File: src/rtl/core/wlt_pkg.sv
package wlt_pkg;

    localparam int DEFAULT_ENTRIES = 16;

    localparam int FUNC_W  = 2;
    localparam int FILE_W  = 16;
    localparam int LINE_W  = 16;
    localparam int ADDR_W  = 32;
    localparam int TASK_W  = 15;
    localparam int TIME_W  = 32;
    localparam int CAUSE_W = 3;
    localparam int IDX_W   = 4;
    localparam int COUNT_W = 32;

    typedef enum logic [FUNC_W-1:0] {
        FN_START = 2'd0,
        FN_END   = 2'd1,
        FN_CLEAR = 2'd2,
        FN_READ  = 2'd3
    } t_func;

    localparam logic [CAUSE_W-1:0] CAUSE_IRQ       = 3'd2;
    localparam logic [CAUSE_W-1:0] CAUSE_UNKNOWN   = 3'd5;
    localparam logic [CAUSE_W-1:0] CAUSE_RESERVED  = 3'd6;
    localparam logic [CAUSE_W-1:0] CAUSE_IRQ_ALIAS = 3'd7;

    typedef enum logic [2:0] {
        ST_IDLE,
        ST_SCAN,
        ST_TAIL,
        ST_UPDATE,
        ST_READ,
        ST_READ_DATA
    } t_state;

    typedef struct packed {
        logic [FUNC_W-1:0]  func;
        logic [FILE_W-1:0]  file_id;
        logic [LINE_W-1:0]  line;
        logic [ADDR_W-1:0]  code_address;
        logic [TASK_W-1:0]  task_id;
        logic [TIME_W-1:0]  timestamp;
        logic [CAUSE_W-1:0] cause_code;
        logic               outermost;
        logic [IDX_W-1:0]   entry_index;
    } t_in_item;

    typedef struct packed {
        logic [TIME_W-1:0]  entry_latency;
        logic [CAUSE_W-1:0] entry_cause;
        logic [FILE_W-1:0]  begin_file;
        logic [LINE_W-1:0]  begin_line;
        logic [ADDR_W-1:0]  begin_address;
        logic [TASK_W-1:0]  begin_task;
        logic [FILE_W-1:0]  finish_file;
        logic [LINE_W-1:0]  finish_line;
        logic [ADDR_W-1:0]  finish_address;
        logic [TASK_W-1:0]  finish_task;
        logic [COUNT_W-1:0] sample_count;
    } t_out_item;

    typedef struct packed {
        logic [TIME_W-1:0]  latency;
        logic [CAUSE_W-1:0] cause;
        logic [FILE_W-1:0]  from_file;
        logic [LINE_W-1:0]  from_line;
        logic [ADDR_W-1:0]  from_address;
        logic [TASK_W-1:0]  from_task;
        logic [FILE_W-1:0]  to_file;
        logic [LINE_W-1:0]  to_line;
        logic [ADDR_W-1:0]  to_address;
        logic [TASK_W-1:0]  to_task;
    } t_entry;

    typedef struct packed {
        logic accept;
        logic do_start;
        logic do_clear;
        logic scan_init;
        logic scan_rd;
        logic update;
        logic load_out;
    } t_cmd;

    typedef struct packed {
        t_func func;
        logic  active;
        logic  scan_last;
        logic  out_free;
    } t_status;

    function automatic logic [CAUSE_W-1:0] map_cause(input logic [CAUSE_W-1:0] c);
        logic [CAUSE_W-1:0] m;
        case (c)
            CAUSE_IRQ_ALIAS: m = CAUSE_IRQ;
            CAUSE_RESERVED:  m = CAUSE_UNKNOWN;
            default:         m = c;
        endcase
        return m;
    endfunction

endpackage

File: src/rtl/core/wlt_ctrl.sv
module wlt_ctrl
    import wlt_pkg::*;
(
    input  logic    i_clk,
    input  logic    i_rst_n,
    input  logic    i_in_valid,
    output logic    o_in_ready,
    input  t_status i_status,
    output t_cmd    o_cmd
);

    t_state r_state;
    t_state n_state;

    always_ff @(posedge i_clk) begin
        if (!i_rst_n) begin
            r_state <= ST_IDLE;
        end else begin
            r_state <= n_state;
        end
    end

    always_comb begin
        n_state = r_state;
        case (r_state)
            ST_IDLE: begin
                if (i_in_valid) begin
                    case (i_status.func)
                        FN_END: begin
                            if (i_status.active) begin
                                n_state = ST_SCAN;
                            end
                        end
                        FN_READ: n_state = ST_READ;
                        default: n_state = ST_IDLE;
                    endcase
                end
            end
            ST_SCAN: begin
                if (i_status.scan_last) begin
                    n_state = ST_TAIL;
                end
            end
            ST_TAIL:   n_state = ST_UPDATE;
            ST_UPDATE: n_state = ST_IDLE;
            ST_READ:   n_state = ST_READ_DATA;
            ST_READ_DATA: begin
                if (i_status.out_free) begin
                    n_state = ST_IDLE;
                end
            end
            default: n_state = ST_IDLE;
        endcase
    end

    always_comb begin
        o_cmd      = '0;
        o_in_ready = 1'b0;
        case (r_state)
            ST_IDLE: begin
                o_in_ready      = 1'b1;
                o_cmd.accept    = i_in_valid;
                o_cmd.do_start  = i_in_valid && (i_status.func == FN_START) && i_status.active;
                o_cmd.do_clear  = i_in_valid && (i_status.func == FN_CLEAR);
                o_cmd.scan_init = i_in_valid && (i_status.func == FN_END) && i_status.active;
            end
            ST_SCAN:      o_cmd.scan_rd = 1'b1;
            ST_UPDATE:    o_cmd.update = 1'b1;
            ST_READ_DATA: o_cmd.load_out = i_status.out_free;
            default: ;
        endcase
    end

endmodule

File: config.mk
export PLATFORM = sky130hd
export DESIGN_NAME = wlt_ctrl
export DESIGN_NICKNAME = d
export VERILOG_FILES = /design/src/rtl/core/wlt_pkg.sv /design/src/rtl/core/wlt_ctrl.sv
export SDC_FILE = /design/constraint.sdc
export NUM_CORES = 1
export LEC_CHECK = 0
export ABC_CLOCK_PERIOD_IN_PS = 2200
export BUFFER_PORTS_ARGS = -buffer_cell sky130_fd_sc_hd__buf_2
export CORE_AREA = 2 2 39 41
export DETAILED_ROUTE_END_ITERATION = 6
export DIE_AREA = 0 0 41 43
export PLACE_DENSITY_LB_ADDON = 0.1
export SLEW_MARGIN = 20
export SYNTH_ARGS = -nofsm -noshare
export SYNTH_HDL_FRONTEND = slang
export SYNTH_SLANG_ARGS = --single-unit
File: constraint.sdc
create_clock -name i_clk -period 2.2 [get_ports i_clk]
set_clock_uncertainty 0.1 [all_clocks]
set_input_delay 0.44 -clock i_clk [delete_from_list [all_inputs] [get_ports i_clk]]
set_output_delay 0.44 -clock i_clk [all_outputs]
set_load 0.02 [all_outputs]
==> results.yml <==
outcome:
  status: "finished clean"
clocking:
  post-cts-setup-buffers: 0
  clk_latency_ns: 0.24
  htreeDepth: 1
  cts.reportedPaths.clkPinSlew_ns: 0.04
  root_buffer: "clkbuf_4"
  cts-resized-gates: 0
  max-clock-path-buffers: 2
  cts_made_buffers: 3
  hold_buffers: 0
  tritoncts: "done"
  clock-sinks: 3
grt:
  grt_pass1_wl_um: 1240
  grt_max_degree: 10
  antenna_found_initial: 0
  grt.total_usage: 0.112
  grt-ovfl-total: 0
  grt_pass1_vias: 301
placement:
  io_buffers: 15
  gp_congestion: 0.705
  place_hpwl_um: 548
  dp.cells: 60
cells_and_area:
  largest_reg_flops: 3
  seq_area_um2: 60.1
  drive_gt1_frac: 0.500
  finalNonFillerCells: 64
  area_growth_pct: 40.7
  top_register: "r_state"
  diodes: 0
  nFillCells: 159
  num-nets-final: 57
  final_util: 0.275
  largestRegisters: "r_state (3)"
  mostFrequentLayoutCells: "15 x buf_2, 4 x inv_1, 3 x nor2_1, 3 x clkbuf_4, 3 x dfxtp_1"
  multi_input_area_um2: 184
  final_common_cell: "buf_2"
floorplanning:
  core_um2: 1380
  die_width_um: 41
  start_util: 0.195
  io_pins: 16
  die_h_um: 43
  num_rows: 14
  die-area_um2: 1760
critical_path:
  reg2reg_slack_ns: 1.06
  path_class: "flip-flop to primary output"
  worstPathArrival_ns: 1.46
  start_kind: "flip-flop"
  cp-end-kind: "primary output"
  worstPathRequired_ns: 1.66
  crit_fanout: 9
  reg2reg_depth: 3
routing:
  wirelength_um: 670
  vias: 288
  remaining_drc_errors: 0
  ant_nets: 0
  post_drt_wl_per_cell_um: 10.5
  drt_iter0_drc: 3
  drtPass1Iterations: 4
  vias_per_cell: 4.50
timing:
  hold_viol_final: 0
  slew_headroom: 0.773
  final.period_utilization: 0.910
  drv_slew: 0
  rsz0062_at_grt: "false"
  setup_viol: 0
  fin_tns_setup_ns: 0
  worst_pin_slew_ns: 0.339
  final.min_clock_period_ns: 2.00
  max_freq_mhz: 500
run:
  max_cap_viol_count: 0
synth:
  syn-cell-area_um2: 270
  syn_avg_cell_area_um2: 9.01
  seq_area_frac_synth: 0.222
  synth-seq-cells: 3
  synth_nets: 38
  ys_warn_count: 0
  synth_cell_types: 20
  syn_inst: 30
power:
  max-vdd-ir-drop_uv: 210
  fin_total_pwr_mw: 0.236
  p_per_area_nw_per_um2: 619
  p_leak_nw: 0.191
hold_path:
  min_path_type: "primary input to flip-flop"
  whs_path_depth: 2
==> cell families after synthesis <==
group                  after synthesis  synth area share
DFF                                  3             0.222
buffers and inverters                5            0.0972
and+or+nand+nor                     17             0.500
AOI/OAI and AO/OA                    5             0.181
==> through the flow <==
step | setup slack (ns) | instance area [um^2] | hold WS (ns)
finish | 0.198 | 380 | 0.313
global route | 0.0836 | 380 | 0.309
CTS | 0.158 | 380 | 0.305
detailed placement | 0.417 | 354 | 0.507
global placement | 0.477 | 354 | 0.518
floorplan | 0.234 | 270 | 0.424
==> cell usage after synthesis <==
cell	instances	area, um^2
nor2_1	3	11.3
nor3_4	1	16.3
inv_1	4	15.0
nor3_1	2	10.0
o41ai_2	1	16.3
a21oi_1	1	5.00
a2111oi_1	1	10.0
nor3b_1	1	7.51
a41oi_1	1	8.76
o2111ai_1	1	8.76
nand2b_1	1	6.26
nand2_1	2	7.51
nor2b_1	2	12.5
nor4b_2	1	15.0
and4b_1	1	10.0
dfxtp_1	3	60.1
nand2_2	1	6.26
buf_6	1	11.3
nor4bb_4	1	25.0
and2_2	1	7.51
==> path summary, 6_finish.rpt <==
| path | from | to |
|---|---|---|
| worst min-delay path | i_status[0] | r_state[2] |
| worst max register to register | r_state[0] | r_state[0] |
| worst min register to register | r_state[1] | r_state[2] |
| worst max-delay path | r_state[2] | o_cmd[3] |
==> final cells by class <==
cell class / instances / area share
Multi-Input combinational cell: 22 / 0.484
Timing Repair Buffer: 15 / 0.197
Sequential cell: 3 / 0.158
Clock buffer: 4 / 0.0691
Tap cell: 16 / 0.0526
Inverter: 4 / 0.0395
==> report_power, final <==
part / switching, mW / internal [mW]
logic: 0.0380 / 0.0292
clock network: 0.0305 / 0.0681
registers: 0.0109 / 0.0590
total: 0.0793 / 0.156
==> critical path, cell delays in order, from the launching register on <==
cell and delay [ns]:
dfxtp_1 0.40, nor3_4 0.23, nand2_2 0.12, nor4bb_4 0.27, buf_2 0.20
==> layer usage <==
metal	track usage	share of wire	up-vias
met4	0.120	0.048	0
met5	0	0	-
li1	-	-	146
met2	0.153	0.52	14
met1	0.112	0.36	124
met3	0.0524	0.070	4
(Power assumes the default switching activity.)
