File: src/rtl/core/wlt_pkg.sv
package wlt_pkg;

    localparam int DEFAULT_ENTRIES = 16;

    localparam int FUNC_W  = 2;
    localparam int FILE_W  = 16;
    localparam int LINE_W  = 16;
    localparam int ADDR_W  = 32;
    localparam int TASK_W  = 15;
    localparam int TIME_W  = 32;
    localparam int CAUSE_W = 3;
    localparam int IDX_W   = 4;
    localparam int COUNT_W = 32;

    typedef enum logic [FUNC_W-1:0] {
        FN_START = 2'd0,
        FN_END   = 2'd1,
        FN_CLEAR = 2'd2,
        FN_READ  = 2'd3
    } t_func;

    localparam logic [CAUSE_W-1:0] CAUSE_IRQ       = 3'd2;
    localparam logic [CAUSE_W-1:0] CAUSE_UNKNOWN   = 3'd5;
    localparam logic [CAUSE_W-1:0] CAUSE_RESERVED  = 3'd6;
    localparam logic [CAUSE_W-1:0] CAUSE_IRQ_ALIAS = 3'd7;

    typedef enum logic [2:0] {
        ST_IDLE,
        ST_SCAN,
        ST_TAIL,
        ST_UPDATE,
        ST_READ,
        ST_READ_DATA
    } t_state;

    typedef struct packed {
        logic [FUNC_W-1:0]  func;
        logic [FILE_W-1:0]  file_id;
        logic [LINE_W-1:0]  line;
        logic [ADDR_W-1:0]  code_address;
        logic [TASK_W-1:0]  task_id;
        logic [TIME_W-1:0]  timestamp;
        logic [CAUSE_W-1:0] cause_code;
        logic               outermost;
        logic [IDX_W-1:0]   entry_index;
    } t_in_item;

    typedef struct packed {
        logic [TIME_W-1:0]  entry_latency;
        logic [CAUSE_W-1:0] entry_cause;
        logic [FILE_W-1:0]  begin_file;
        logic [LINE_W-1:0]  begin_line;
        logic [ADDR_W-1:0]  begin_address;
        logic [TASK_W-1:0]  begin_task;
        logic [FILE_W-1:0]  finish_file;
        logic [LINE_W-1:0]  finish_line;
        logic [ADDR_W-1:0]  finish_address;
        logic [TASK_W-1:0]  finish_task;
        logic [COUNT_W-1:0] sample_count;
    } t_out_item;

    typedef struct packed {
        logic [TIME_W-1:0]  latency;
        logic [CAUSE_W-1:0] cause;
        logic [FILE_W-1:0]  from_file;
        logic [LINE_W-1:0]  from_line;
        logic [ADDR_W-1:0]  from_address;
        logic [TASK_W-1:0]  from_task;
        logic [FILE_W-1:0]  to_file;
        logic [LINE_W-1:0]  to_line;
        logic [ADDR_W-1:0]  to_address;
        logic [TASK_W-1:0]  to_task;
    } t_entry;

    typedef struct packed {
        logic accept;
        logic do_start;
        logic do_clear;
        logic scan_init;
        logic scan_rd;
        logic update;
        logic load_out;
    } t_cmd;

    typedef struct packed {
        t_func func;
        logic  active;
        logic  scan_last;
        logic  out_free;
    } t_status;

    function automatic logic [CAUSE_W-1:0] map_cause(input logic [CAUSE_W-1:0] c);
        logic [CAUSE_W-1:0] m;
        case (c)
            CAUSE_IRQ_ALIAS: m = CAUSE_IRQ;
            CAUSE_RESERVED:  m = CAUSE_UNKNOWN;
            default:         m = c;
        endcase
        return m;
    endfunction

endpackage

File: src/rtl/core/wlt_ram.sv
module wlt_ram #(
    parameter int WIDTH = 8,
    parameter int DEPTH = 16,
    localparam int AW = (DEPTH > 1) ? $clog2(DEPTH) : 1
) (
    input  logic             i_clk,
    input  logic             i_we,
    input  logic [AW-1:0]    i_waddr,
    input  logic [WIDTH-1:0] i_wdata,
    input  logic [AW-1:0]    i_raddr,
    output logic [WIDTH-1:0] o_rdata
);

    logic [WIDTH-1:0] r_mem [DEPTH];
    logic [WIDTH-1:0] r_rdata;

    always_ff @(posedge i_clk) begin
        if (i_we) begin
            r_mem[i_waddr] <= i_wdata;
        end
        r_rdata <= r_mem[i_raddr];
    end

    assign o_rdata = r_rdata;

endmodule

File: src/rtl/core/wlt_datapath.sv
module wlt_datapath
    import wlt_pkg::*;
#(
    parameter int ENTRIES = DEFAULT_ENTRIES
) (
    input  logic      i_clk,
    input  logic      i_rst_n,
    input  logic      i_cfg_we,
    input  logic      i_cfg_wdata,
    input  t_cmd      i_cmd,
    output t_status   o_status,
    input  t_in_item  i_in_data,
    output logic      o_out_valid,
    input  logic      i_out_ready,
    output t_out_item o_out_data
);

    localparam int AW = (ENTRIES > 1) ? $clog2(ENTRIES) : 1;
    localparam int EW = $bits(t_entry);

    logic               r_logging;
    t_in_item           r_item;
    logic [TIME_W-1:0]  r_pend_time;
    logic [CAUSE_W-1:0] r_pend_cause;
    logic [FILE_W-1:0]  r_pend_file;
    logic [LINE_W-1:0]  r_pend_line;
    logic [ADDR_W-1:0]  r_pend_address;
    logic [TASK_W-1:0]  r_pend_task;
    logic [COUNT_W-1:0] r_samples;
    logic [ENTRIES-1:0] r_valid;
    logic [AW-1:0]      r_cnt;
    logic               r_eval;
    logic [AW-1:0]      r_eval_idx;
    logic [TIME_W-1:0]  r_low;
    logic [AW-1:0]      r_pick;
    logic               r_found;
    logic               r_out_valid;
    t_out_item          r_out;

    logic [AW-1:0]     item_addr;
    logic [AW-1:0]     raddr;
    logic [EW-1:0]     ram_q;
    t_entry            q_entry;
    t_entry            scan_ent;
    t_entry            rd_ent;
    t_entry            wr_ent;
    logic              idx_in_range;
    logic              match;
    logic [TIME_W-1:0] diff;
    logic              wr_en;

    assign item_addr    = AW'(r_item.entry_index);
    assign idx_in_range = int'(r_item.entry_index) < ENTRIES;
    assign raddr        = i_cmd.scan_rd ? r_cnt : item_addr;
    assign q_entry      = t_entry'(ram_q);
    assign scan_ent     = r_valid[r_eval_idx] ? q_entry : '0;
    assign rd_ent       = (idx_in_range && r_valid[item_addr]) ? q_entry : '0;
    assign match        = (scan_ent.to_line == r_item.line) && (scan_ent.to_file == r_item.file_id);
    assign diff         = r_item.timestamp - r_pend_time;
    assign wr_en        = i_cmd.update && (diff > r_low);

    always_comb begin
        wr_ent.latency      = diff;
        wr_ent.cause        = r_pend_cause;
        wr_ent.from_file    = r_pend_file;
        wr_ent.from_line    = r_pend_line;
        wr_ent.from_address = r_pend_address;
        wr_ent.from_task    = r_pend_task;
        wr_ent.to_file      = r_item.file_id;
        wr_ent.to_line      = r_item.line;
        wr_ent.to_address   = r_item.code_address;
        wr_ent.to_task      = r_item.task_id;
    end

    wlt_ram #(
        .WIDTH(EW),
        .DEPTH(ENTRIES)
    ) u_ram (
        .i_clk  (i_clk),
        .i_we   (wr_en),
        .i_waddr(r_pick),
        .i_wdata(EW'(wr_ent)),
        .i_raddr(raddr),
        .o_rdata(ram_q)
    );

    always_comb begin
        o_status.func      = t_func'(i_in_data.func);
        o_status.active    = r_logging && i_in_data.outermost;
        o_status.scan_last = (r_cnt == AW'(ENTRIES - 1));
        o_status.out_free  = !r_out_valid || i_out_ready;
    end

    always_ff @(posedge i_clk) begin
        if (!i_rst_n) begin
            r_logging      <= 1'b0;
            r_pend_time    <= '0;
            r_pend_cause   <= '0;
            r_pend_file    <= '0;
            r_pend_line    <= '0;
            r_pend_address <= '0;
            r_pend_task    <= '0;
            r_samples      <= '0;
            r_valid        <= '0;
            r_eval         <= 1'b0;
            r_found        <= 1'b0;
            r_out_valid    <= 1'b0;
        end else begin
            if (i_cfg_we) begin
                r_logging <= i_cfg_wdata;
            end
            if (i_cmd.do_start) begin
                r_pend_time    <= i_in_data.timestamp;
                r_pend_cause   <= map_cause(i_in_data.cause_code);
                r_pend_file    <= i_in_data.file_id;
                r_pend_line    <= i_in_data.line;
                r_pend_address <= i_in_data.code_address;
                r_pend_task    <= i_in_data.task_id;
            end
            if (i_cmd.do_clear) begin
                r_valid   <= '0;
                r_samples <= '0;
            end else if (i_cmd.update) begin
                r_samples <= r_samples + 1'b1;
                if (wr_en) begin
                    r_valid[r_pick] <= 1'b1;
                end
            end
            r_eval <= i_cmd.scan_rd;
            if (i_cmd.scan_init) begin
                r_found <= 1'b0;
            end else if (r_eval && !r_found && match) begin
                r_found <= 1'b1;
            end
            if (i_cmd.load_out) begin
                r_out_valid <= 1'b1;
            end else if (i_out_ready) begin
                r_out_valid <= 1'b0;
            end
        end
    end

    always_ff @(posedge i_clk) begin
        if (i_cmd.accept) begin
            r_item <= i_in_data;
        end
        if (i_cmd.scan_init) begin
            r_cnt <= '0;
            r_low <= '1;
            r_pick <= '0;
        end else begin
            if (i_cmd.scan_rd) begin
                r_cnt <= r_cnt + 1'b1;
            end
            // first matching end point wins, else the lowest latency
            if (r_eval && !r_found) begin
                if (match || (r_low > scan_ent.latency)) begin
                    r_low  <= scan_ent.latency;
                    r_pick <= r_eval_idx;
                end
            end
        end
        r_eval_idx <= r_cnt;
        if (i_cmd.load_out) begin
            r_out.entry_latency  <= rd_ent.latency;
            r_out.entry_cause    <= rd_ent.cause;
            r_out.begin_file     <= rd_ent.from_file;
            r_out.begin_line     <= rd_ent.from_line;
            r_out.begin_address  <= rd_ent.from_address;
            r_out.begin_task     <= rd_ent.from_task;
            r_out.finish_file    <= rd_ent.to_file;
            r_out.finish_line    <= rd_ent.to_line;
            r_out.finish_address <= rd_ent.to_address;
            r_out.finish_task    <= rd_ent.to_task;
            r_out.sample_count   <= r_samples;
        end
    end

    assign o_out_valid = r_out_valid;
    assign o_out_data  = r_out;

endmodule

File: config.mk
export PLATFORM = sky130hd
export DESIGN_NAME = wlt_datapath
export DESIGN_NICKNAME = d
export VERILOG_FILES = /design/src/rtl/core/wlt_pkg.sv /design/src/rtl/core/wlt_ram.sv /design/src/rtl/core/wlt_datapath.sv
export SDC_FILE = /design/constraint.sdc
export NUM_CORES = 2
export LEC_CHECK = 0
export BUFFER_PORTS_ARGS = -buffer_cell sky130_fd_sc_hd__buf_2
export CAP_MARGIN = 0
export CORE_MARGIN = 1.5
export CORE_UTILIZATION = 55
export DETAILED_ROUTE_END_ITERATION = 12
export PLACE_DENSITY = 0.72
export SLEW_MARGIN = 20
export SYNTH_ARGS = -nofsm -noshare
export SYNTH_HDL_FRONTEND = slang
export SYNTH_HIERARCHICAL = 1
export SYNTH_SLANG_ARGS = --single-unit
File: constraint.sdc
create_clock -name i_clk -period 34.2 [get_ports i_clk]
set_clock_uncertainty 0.1 [all_clocks]
set_input_delay 3.42 -clock i_clk [delete_from_list [all_inputs] [get_ports i_clk]]
set_output_delay 3.42 -clock i_clk [all_outputs]
set_load 0.01 [all_outputs]
==> results.txt <==
The flow ran to the end, and the final reports show no timing, DRC or antenna violations. The worst setup timing slack at the placement stage came out at between 20000 and 25000 ps. The wire-length estimate of the detail-placed layout is 194 mm. The maximum VDD drop is around 59 uV. The count of hold buffers inserted by post-cts repair is 0. Input and output buffers added on the ports amount to 359.

The path with the worst hold slack has its endpoint at r_eval_idx[3]$_DFF_P_. For this design, the sink count on the clock tree is 3831. The post-route minimum period came out at 10330 ps. The number of global-route vias before repair came to 73200. The final setup violation count came out at 0. In the routed layout, each cell is associated on average with a via count of 6.46. The largest net degree at the start of global routing is 135.

In this run, synthesis produced a sequential element count of 3831. The worst hold path class is register to register. The endpoint required time on the critical path came out at 34660 ps. The final setup TNS is 0 ps. The number of fillers in the final layout is 17200. The transition time of the tightest slew-check pin came out at 1130 ps. The number of gates resized after CTS came out at 0.

The global-route wire length before repair came out at 518 mm. In the final routed layout, each cell accounts on average for approximately 32 um. The remaining global-route overflow came out at 0. Of all flip-flops after synthesis, the portion carrying an async set or reset was 0%. The final standard cell utilization of the core is 62.6%.

The mean area per synthesized cell is 20.5 um^2. The post-detailed-route DRC marker count came out at 0. At the end of routability-driven placement, the weighted congestion stood at 0.823. The source of the worst hold timing path is r_cnt[3]$_SDFFE_PP0P_. The number of buffers inserted during clock tree synthesis is ~390.

The overall die height came out at roughly 510 um. The setup path with the least slack is of type register to register. Yosys printed 6 warnings.

In the synthesized netlist, the number of instances is approximately 7000. The net count reported at finish is 7756. The starting density of the core is 55.3%. The most used flip-flop cell after synthesis is edfxtp_1. In this run the remaining antenna-violating nets after routing total 0. The count of vias placed by the detailed router is 72800. The number of different library cells used by synthesis comes to 73.

The worst register-to-register path begins at r_item[13]$_DFFE_PP_. The slack of the critical path is 23870 ps. The cell depth of the worst hold path came out at 0.

The post-synthesis sequential area ratio is between 70% and 80%. The initial antenna violation count was 42. The fmax came out at 96.8 MHz.

Once layout is complete, the cells apart from fillers number 11300. The sequential fraction of design power came out at 51.6%. Global routing used a little over a quarter of the available tracks. Measured against its own limit, the worst slew margin works out to about a quarter.

The floorplan die area came out at between 0.2 and 0.3 mm^2. The first TritonRoute pass finished after 6 iterations. The worst path uses 30.2% of the clock period. The depth of the CTS H-tree is 5. The aggregate routed wire length is 361 mm.

The path depth of the worst reg2reg path is 22. The post-place instance area came out at 0.150 mm^2. Setup repair after global routing left no endpoint under its margin. The proportion of power drawn by the clock network is 40.9%.

The number of rows created at floorplan came out at 187. For this block, the initial DRC count from the detailed router was just under 9000. The number of max-cap violations is 0. At the later pin of the worst-skew pair, clock insertion delay measures 980 ps. Of the cells placed in the final design, the portion with a size suffix greater than 1 is 25.7%. The post-CTS setup buffer count is 0. Pin placement for this block handled approximately 360 I/O pins. The post-synth net total is 7217. In this run the critical register-to-register path is captured at u_ram/r_mem[1][130]$_DFFE_PP_.

The leakage power total came out at 0.0539 uW. The cell-internal power is around 8100 uW. The worst setup path is captured at a register.

The count of endpoints failing hold in the final timing report is 0. The synthesized netlist occupies a cell area of 0.144 mm^2. The setup slack on the worst flop-to-flop path is between 20000 and 25000 ps. The tree is rooted in a clkbuf_16.

The max-slew violation count is 0. The portion of total power attributed to combinational logic came out at 7.5%. The clock passes through at most 4 buffers. The clock input transition at the sequential cells of the worst setup and hold paths is 60 ps. Data on the critical path arrives at its endpoint at 10790 ps. The net switching share of the total power came out at 22.3%. The count of placed standard cells including taps is 10500. The total area inside the core boundary comes to 0.259 mm^2. STA classifies the critical path startpoint as a register. The layout-stage area growth over the synthesis result came out at 13.2%. Of all nets on the critical path, the largest fanout is 51. The floorplan step set the die width to 514 um. The ratio of total power to cell area is 64.2 mW/mm^2.

The number of enable flip-flop cells after synthesis came out at 3428. The net switching component of the power came out at roughly 2300 uW. TritonCTS built the clock tree. The most critical setup path has its startpoint at r_item[13]$_DFFE_PP_. The post-layout instance area came out at 0.162 mm^2.
-- registers in the layout (all words and copies together) (netlist names) --
name,cells
r_logging,1
r_pend_file,16
u_ram/o_rdata,193
r_valid,16
r_eval_idx,4
r_pend_task,15
r_pick,4
r_cnt,4
r_pend_address,32
r_low,32
u_ram/r_mem,3088
r_pend_line,16
r_samples,32
r_found,1
item_addr,4
o_out_valid,1
r_eval,1
r_pend_time,32
r_item,111
r_pend_cause,3
o_out_data,225
-- worst max-delay path by stage --
stage                     slack, ps                             to  cells past startpoint
final                         23870  u_ram/r_mem[1][130]$_DFFE_PP_                     22
after global routing          23420  u_ram/r_mem[1][123]$_DFFE_PP_                     23
after CTS                     23840  u_ram/r_mem[1][130]$_DFFE_PP_                     22
after detailed placement      23850  u_ram/r_mem[1][130]$_DFFE_PP_                     22
after global placement        24050  u_ram/r_mem[1][173]$_DFFE_PP_                     22
after floorplan               14890    u_ram/r_mem[0][0]$_DFFE_PP_                     21
-- worst max-delay path: stages (launching register included) --
cell and delay, ps:
edfxtp_1 370, ha_1 370, a2111o_1 460, o21ai_0 420, o21ai_1 270, a2111oi_0 740, o21ai_1 270, a31oi_1 390
a21oi_1 180, xor2_2 640, ha_1 380, nand4_1 120, nor2_1 50, nand3_1 100, nor3_1 80, nand3_1 100
o41a_1 650, nor2b_1 330, or3b_2 600, nor2_4 760, buf_4 750, buf_4 810, buf_4 930
-- cells by family (layout without fill, tap and decap cells) --
logic type | after synthesis | count (layout) | share of synthesized area [%]
other cells | 0 | 21 | 0
xor+xnor | 67 | 67 | 0.409
compound gates | 662 | 662 | 3.41
buf+inv | 443 | 1297 | 1.43
flops | 3831 | 3831 | 77.3
fa+ha+maj | 98 | 98 | 0.859
mux | 979 | 979 | 13.3
simple gates | 906 | 906 | 3.30
-- area by class of cell --
| type | instances | area (um^2) | area share [%] |
|---|---|---|---|
| antenna | 21 | 52.6 | 0.0323 |
| clock buffer | 519 | 10900 | 6.69 |
| clock inverter | 187 | 1990 | 1.23 |
| inverter | 89 | 334 | 0.206 |
| multi-input combinational | 2712 | 30800 | 19.0 |
| sequential | 3831 | 111000 | 68.3 |
| tap | 3402 | 4260 | 2.62 |
| timing repair buffer | 502 | 3150 | 1.94 |
-- layer usage --
| metal | routed length [um] | GRT usage (%) |
|---|---|---|
| met2 | 176000 | 44.2 |
| met5 | 100 | 0 |
| met4 | 12400 | 9.36 |
| met3 | 31800 | 4.35 |
| met1 | 141000 | 38.2 |
-- power groups by stage --
stage	sequential, uW	clock, uW	combinational [uW]
after floorplan	5430	0	513
after global placement	5470	0	760
after detailed placement	5480	0	774
after CTS	5380	4310	780
after global routing	5390	4480	830
final	5380	4260	779
-- synth_stat cells, drive strengths merged, types with 77 or more instances --
cell	number	share of area [%]
inv	89	0.23
edfxtp	3428	72
a22oi	329	1.7
mux2	98	0.77
dfxtp	403	5.6
ha	97	0.85
mux2i	153	1.1
mux4	728	11
o21ai	77	0.27
nor2	80	0.21
buf	192	0.77
nor2b	162	0.71
and2	201	0.88
nand2	252	0.66
clkbuf	162	0.42
-- metrics by stage --
| step | total power, uW | hold slack, ps |
|---|---|---|
| after floorplan | 5940 | 267 |
| after global placement | 6230 | 299 |
| after detailed placement | 6260 | 304 |
| after CTS | 10500 | 317 |
| after global routing | 10700 | 339 |
| final | 10400 | 316 |
-- placed cells by master, fill, tap and decap left out, types with 39 or more instances in the layout --
master	instances
edfxtp_1	3428
mux4_2	727
dfxtp_1	403
clkbuf_16	395
buf_2	355
a22oi_1	329
nand2_1	252
and2_1	199
nor2b_1	156
mux2i_1	153
buf_4	122
ha_1	97
mux2_2	91
inv_1	89
clkinv_2	73
clkbuf_1	72
o21ai_0	69
nand3_1	64
nor2_1	63
a21oi_1	56
clkbuf_8	53
clkinv_1	41
bufinv_16	39
Power figures use the tool's default switching activity.
